`config.mk`:
```
export PLATFORM = sky130hd
export DESIGN_NAME = tfn_sqrt
export DESIGN_NICKNAME = d
export VERILOG_FILES = /design/src/hw/rtl/triangle_face_normal_defines.svh /design/src/hw/rtl/tfn_pkg.sv /design/src/hw/rtl/tfn_sqrt.sv
export SDC_FILE = /design/constraint.sdc
export NUM_CORES = 2
export LEC_CHECK = 0
export ABC_CLOCK_PERIOD_IN_PS = 11620
export BUFFER_PORTS_ARGS = -buffer_cell sky130_fd_sc_hd__clkbuf_2
export CAP_MARGIN = 0
export CORE_UTILIZATION = 55
export DETAILED_ROUTE_END_ITERATION = 8
export PLACE_DENSITY = 0.83
export SKIP_CTS_REPAIR_TIMING = 1
export SKIP_LAST_GASP = 1
export SYNTH_ARGS = -nofsm -noshare
export SYNTH_HDL_FRONTEND = slang
export SYNTH_SLANG_ARGS = --single-unit
```
`constraint.sdc`:
```
create_clock -name i_clk -period 11.62 [get_ports i_clk]
set_clock_uncertainty 0.05 [all_clocks]
set_input_delay 1.743 -clock i_clk [delete_from_list [all_inputs] [get_ports i_clk]]
set_output_delay 1.743 -clock i_clk [all_outputs]
set_load 0.02 [all_outputs]
```
`src/hw/rtl/triangle_face_normal_defines.svh`:
```
// ---------------------------------------------------------------------------
// triangle_face_normal assertion macros
// Shared concurrent assertion forms, clocked on i_clk, disabled in reset.
// ---------------------------------------------------------------------------
`ifndef TRIANGLE_FACE_NORMAL_DEFINES_SVH
`define TRIANGLE_FACE_NORMAL_DEFINES_SVH

// same-cycle implication
`define TFN_ASSERT_NOW(lbl, ante, cons, msg) \
    lbl: assert property (@(posedge i_clk) disable iff (!i_rst_n) (ante) |-> (cons)) \
        else $error(msg);

// next-cycle implication
`define TFN_ASSERT_NEXT(lbl, ante, cons, msg) \
    lbl: assert property (@(posedge i_clk) disable iff (!i_rst_n) (ante) |=> (cons)) \
        else $error(msg);

`endif

```
`src/hw/rtl/tfn_pkg.sv`:
```
// ---------------------------------------------------------------------------
// tfn_pkg
// Fixed constants and shared types of the face normal pipeline.
// ---------------------------------------------------------------------------
package tfn_pkg;

    // normalised magnitudes carry this many significant bits
    localparam int NORM_BITS = 30;
    // sum of three squares of NORM_BITS values
    localparam int L2_W      = 2 * NORM_BITS + 2;
    // square root result width and pipeline depth
    localparam int LEN_W     = NORM_BITS + 1;
    localparam int SQ_STAGES = LEN_W;

    typedef struct packed {
        logic en;   // pipeline advance
        logic vld;  // item present at the stage input
    } t_pipe_ctl;

endpackage

```
`src/hw/rtl/tfn_sqrt.sv`:
```
// ---------------------------------------------------------------------------
// tfn_sqrt
// Pipelined integer square root, one result bit per stage, with side tag.
// ---------------------------------------------------------------------------
module tfn_sqrt import tfn_pkg::*; #(
    parameter int TAG_W = 8
) (
    input  logic             i_clk,
    input  logic             i_rst_n,
    input  t_pipe_ctl        i_ctl,
    input  logic [L2_W-1:0]  i_l2,
    input  logic [TAG_W-1:0] i_tag,
    output logic             o_vld,
    output logic [LEN_W-1:0] o_len,
    output logic [TAG_W-1:0] o_tag
);

    logic [L2_W-1:0]  w_v   [0:SQ_STAGES];
    logic [L2_W-1:0]  w_res [0:SQ_STAGES];
    logic [TAG_W-1:0] w_tag [0:SQ_STAGES];
    logic             w_vld [0:SQ_STAGES];

    assign w_v[0]   = i_l2;
    assign w_res[0] = '0;
    assign w_tag[0] = i_tag;
    assign w_vld[0] = i_ctl.vld;

    for (genvar k = 0; k < SQ_STAGES; k++) begin : g_stage
        localparam logic [L2_W-1:0] BIT = L2_W'(1) << (L2_W - 2 - 2 * k);
        logic [L2_W-1:0]  r_v, r_res, n_v, n_res, n_try;
        logic [TAG_W-1:0] r_tag;
        logic             r_vld;

        always_comb begin
            n_try = w_res[k] + BIT;
            if (w_v[k] >= n_try) begin
                n_v   = w_v[k] - n_try;
                n_res = (w_res[k] >> 1) + BIT;
            end else begin
                n_v   = w_v[k];
                n_res = w_res[k] >> 1;
            end
        end

        always_ff @(posedge i_clk) begin
            if (!i_rst_n) begin
                r_vld <= 1'b0;
            end else if (i_ctl.en) begin
                r_vld <= w_vld[k];
            end
            if (i_ctl.en) begin
                r_v   <= n_v;
                r_res <= n_res;
                r_tag <= w_tag[k];
            end
        end

        assign w_v[k+1]   = r_v;
        assign w_res[k+1] = r_res;
        assign w_tag[k+1] = r_tag;
        assign w_vld[k+1] = r_vld;
    end

    assign o_vld = w_vld[SQ_STAGES];
    assign o_len = w_res[SQ_STAGES][LEN_W-1:0];
    assign o_tag = w_tag[SQ_STAGES];

endmodule

```
======== Word level (Yosys, flattened, before mapping) ========
Index checks and enable logic that the tools add are counted.
cells by class
  add/sub/neg operators ................... 90
  magnitude comparators ................... 31
  muxes and demuxes ....................... 61
operators by type and width
  operator                number
  $ge 62x62->1            30
  $mux 62                 30
  $mux 61                 30
  $sub 62x62->62          29
  $add 61x11->62 const B  1
  $add 61x13->62 const B  1
  $add 61x15->62 const B  1
  $add 61x17->62 const B  1
  $add 61x19->62 const B  1
  $add 61x21->62 const B  1
  $add 61x23->62 const B  1
  $add 61x25->62 const B  1
  $add 61x27->62 const B  1
  $add 61x29->62 const B  1
  $add 61x3->62 const B   1
  $add 61x31->62 const B  1
  $add 61x33->62 const B  1
  $add 61x35->62 const B  1
  $add 61x37->62 const B  1
  $add 61x39->62 const B  1
  $add 61x41->62 const B  1
  $add 61x43->62 const B  1
  $add 61x45->62 const B  1
  $add 61x47->62 const B  1
  other kinds (43)        43
storage, ports and cells
  register bits after elaboration ......... 4030
  input bits .............................. 74
  output and inout port bits .............. 40
  logic and storage cells ................. 334

======== Depth between registers and ports, before layout ========
  word-level depth ........................ 3
  depth in mapped cells ................... 14
  mapped depth without buffers ............ 13

======== Least setup slack after synthesis ========
No wires, ideal clock.
  kind .................................... register to register
  start point ............................. register g_stage[18].r_v[31]
  end point ............................... register g_stage[19].r_v[25] (data pin)
  setup time .............................. 260 ps
  arrival time ............................ 3381 ps
  required time ........................... 11310 ps
  slack ................................... 7929 ps
  cell stages (with the launch flop) ...... 13
  buffers on the path ..................... 2
  clock period less this slack ............ 3691 ps
  cells stage by stage .................... edfxtp_1 ha_1 a21o_1 a21o_1 a211oi_1 nor2_1 a2111oi_0 o21ai_0 a311oi_1 and2_1 clkbuf_1 buf_2 mux2_2
between the ends
  cells in the longest elaborated chain, start to end .. 2
ends and longest elaborated chain
  what                      RTL line        RTL
  start: declaration        tfn_sqrt.sv:30  logic [L2_W-1:0] r_v, r_res, n_v, n_res, n_try;
  start signal: assignment  tfn_sqrt.sv:52  r_v <= n_v;
  $ge 62x62->1              tfn_sqrt.sv:36  if (w_v[k] >= n_try) begin
  $mux 62                   tfn_sqrt.sv:36
  via g_stage[19].n_v[25]   tfn_sqrt.sv:30
  end signal: assignment    tfn_sqrt.sv:52
  end: declaration          tfn_sqrt.sv:30
The timed path passes the listed nets, and every way through them passes these cells.
A chain may end at the register's enable or synchronous reset.

======== Worst setup path in the final report ========
  start point ............................. register g_stage[27].r_v[30]
  end point ............................... register g_stage[28].r_v[55] (data pin)
between the ends
  cells in the longest elaborated chain, start to end .. 2
  elaborated cells on any way between the ends .. 3
  classes of those cells .................. add/sub: 1; order compare: 1; mux: 1
ends and longest elaborated chain
  what                                                   RTL line
  start: declaration                                     tfn_sqrt.sv:30
  start signal: assignment                               tfn_sqrt.sv:52
  $sub 62x62->62 / $ge 62x62->1 (equally long branches)  tfn_sqrt.sv:37, tfn_sqrt.sv:36
  $mux 62 *                                              tfn_sqrt.sv:36
  via g_stage[28].n_v[55]                                tfn_sqrt.sv:30
  end signal: assignment                                 tfn_sqrt.sv:52
  end: declaration                                       tfn_sqrt.sv:30
Mark *: on every way through the listed nets, which the timed path passes. The rest lies on a longest branch.

==> metrics.txt <==
outcome=complete, no violations; area of the mapped netlist=around 120000 um^2; Starting Density=approximately 56%; placed cells=approximately 12000; FP Rows=~170; worst setup margin=6.874 ns; measured slew at the worst slew-check pin=~1.4 ns; non-filler cells, final=roughly 13000; number of global-route vias before repair=between 70000 and 80000; Avg WL per Cell=22.94 um; R2R Path Start=g_stage[27].r_v[30]; final WL=around 290000 um; Finished Cell Area=around 130000 um^2; Hold EP=g_stage[25].r_tag[6]; initial drt markers=~6900; largest fanout on the critical path=slightly above 60; grt total ovfl=0; Achievable Freq=about 210 MHz; layout cells sized above 1=6.996%; hold wc startpoint=g_stage[24].r_tag[6]; CP required=12.25 ns; fill cell count=15830; CP Launch Type=flip-flop; Post-Syn Area per Cell=12.95 um^2; vias=about 77000; Max Cap Viol=0; syn nets=9956; Synth cell types=91; Crit Reg-Reg Endpoint=g_stage[28].r_v[55]; CTS Sinks=between 2000 and 3000; Period minus WS final=~4.7 ns; initial antenna violation count=5; period utilization=between 40% and 50%; Synth async-reset ratio=0%; chip height=471.3 um; CTS tree=yes; Yosys reg bits=roughly 2600; Antenna Nets Post-Route=0; Post-synth EDFFs=~2600; WS Path Type=flip-flop to flip-flop; Slew Limit Fails=0; Pwr per Cell Area=200.1 nW/um^2; Reg area=78820 um^2; Seq/Total Area, Yosys=between 60% and 70%; die footprint=between 200000 and 250000 um^2; gr usage total=25.89%; Multi-input gate area=slightly below 40000 um^2; CTS Root Cell=clkbuf_16; I/O Pins=114; Min-Delay Path Depth=0; core area=between 200000 and 250000 um^2; area delta synth->final=10.75%; leakage power=between 40 and 50 nW; endpoints failing setup=0; Syn Inst Count=between 9000 and 10000; peak supply drop=between 0.15 and 0.2 mV; pin count of the biggest net entering global routing=roughly 210; r2r worst-path depth=12; hold crit path type=flip-flop to flip-flop; clk slew on worst S/H paths=0.06 ns; Nets=about 10000; DPL Wire Length=around 210000 um; port bufs=about 110; htree depth=5; ys flop type=edfxtp_1; post-DR vias/cell=~6; max_slew headroom=7.414%; setup_tns=0 ns; Reg2Reg Setup Slack=just under 7 ns; DRC=0; CTS buffer count=290; iteration count of the initial detailed-routing pass=8; Placer Congestion=~1; deepest clock path buffer count=4; Place WS=approximately 6.5 ns; Worst-Skew Late Latency=1.00 ns; final hold violations=0; Worst setup EP type=flip-flop; dpl cell area=125200 um^2; Synthesis Warnings=0; first-pass GRT wire length=439800 um; chip width=around 470 um; RSZ-0062 raised after global routing=no; critical path data arrival time=between 5 and 6 ns
-- layout make-up --
type | count | share of cell area, %
tap | 2854 | 2.662
antenna | 12 | 0.02238
multi-input combinational | 5883 | 29.23
inverter | 666 | 1.863
sequential | 2635 | 58.75
timing repair buffer | 163 | 0.8338
clock inverter | 131 | 0.9158
clock buffer | 356 | 5.721
-- layer usage --
layer / share of wire [%] / global-route usage, %
met3: 5.8 / 3.967
met1: 35 / 27.83
met2: 51 / 46.91
met5: 0.012 / 0
met4: 7.6 / 17.39
-- logic make-up after synthesis --
| group | synth area share (%) |
|---|---|
| xor gates and xnor gates | 5.899 |
| DFF | 65.06 |
| adders and majority gates | 5.423 |
| buffers and inverters | 2.631 |
| muxes | 0.7499 |
| AOI/OAI and AO/OA | 8.469 |
| and+or+nand+nor | 11.77 |
-- registers in the layout (all words and copies together), names as in the netlist --
register       flops
g_stage.r_tag    240
g_stage.r_res    496
g_stage.r_v     1860
o_tag              8
g_stage.r_vld     30
o_vld              1
-- Yosys cell counts (143+ instances only) --
cell         n  area [um^2]
edfxtp_1  2604        78200
nand2_1    689         2586
inv_1      663         2489
nor2_1     580         2177
ha_1       525         6569
a21oi_1    493         2467
o21ai_0    491         2457
xnor2_1    443         3880
xor2_1     371         3249
nor4_1     314         1964
nor3_1     226         1131
a21o_1     186         1396
nand3_1    184        920.9
clkbuf_1   150        563.0
nand4_1    143        894.6
-- how the worst max path moves through the flow --
| stage | from | end | cells after the start | slack (ns) |
|---|---|---|---|---|
| 5_1_grt | g_stage[25].r_v[50] | g_stage[26].r_v[51] | 11 | 6.65 |
| 3_3_place_gp | g_stage[28].r_v[35] | g_stage[29].r_v[33] | 10 | 6.54 |
| 2_1_floorplan | g_stage[18].r_v[31] | g_stage[19].r_v[25] | 12 | 7.93 |
| 3_5_place_dp | g_stage[28].r_v[35] | g_stage[29].r_v[33] | 10 | 6.51 |
| 6_report | g_stage[27].r_v[30] | g_stage[28].r_v[55] | 12 | 6.87 |
| 4_1_cts | g_stage[28].r_v[35] | g_stage[29].r_v[33] | 10 | 6.50 |
-- per-stage QoR --
| stage | util (%) | power, mW | hold slack, ns |
|---|---|---|---|
| floorplan | - | 16.26 | 0.3503 |
| global placement | 57.43 | 17.96 | 0.3502 |
| detailed placement | 57.43 | 18.11 | 0.3545 |
| CTS | 61.52 | 26.89 | 0.3298 |
| global route | 61.53 | 27.89 | 0.3310 |
| finish | 61.53 | 26.84 | 0.3366 |
-- layout by cell type (no fill, tap or decap), drive strengths merged, types with 31 or more instances in the layout --
cell type | synthesis | final
edfxtp | 2604 | 2604
nand2 | 689 | 689
inv | 664 | 672
nor2 | 580 | 580
ha | 525 | 525
o21ai | 494 | 494
a21oi | 493 | 493
clkbuf | 150 | 468
xnor2 | 444 | 444
xor2 | 371 | 371
nor4 | 318 | 318
nor3 | 228 | 228
a21o | 186 | 186
nand3 | 184 | 184
nand4 | 144 | 144
nor2b | 114 | 114
nand2b | 109 | 109
or3 | 86 | 86
clkinv | 2 | 86
o21a | 85 | 85
o31ai | 53 | 53
buf | 23 | 51
and3 | 50 | 50
or4 | 50 | 50
mux2 | 46 | 46
or2 | 44 | 44
a211oi | 44 | 44
nor4b | 42 | 42
o211ai | 41 | 41
o21bai | 41 | 41
a31oi | 41 | 41
mux2i | 39 | 39
and2 | 34 | 34
dfxtp | 31 | 31
-- worst max-delay path: stages (launching register included) --
cell	delay (ns)
edfxtp_1	0.41
ha_1	0.43
nand4_1	0.21
or3_1	0.52
nor3_1	0.48
a211oi_1	0.21
nand3_1	0.25
a31oi_4	0.04
buf_4	0.33
inv_1	0.41
nand4_1	0.37
or4_1	0.58
xnor2_1	0.13
-- where the power goes --
group	switching [mW]	leakage [nW]	internal, mW	total, mW
sequential	0.987	25.3	11.9	12.9
clock	3.62	4.31	5.14	8.76
combinational	3.11	20.2	2.04	5.14
Note: power is estimated with default switching activity, not from simulation.
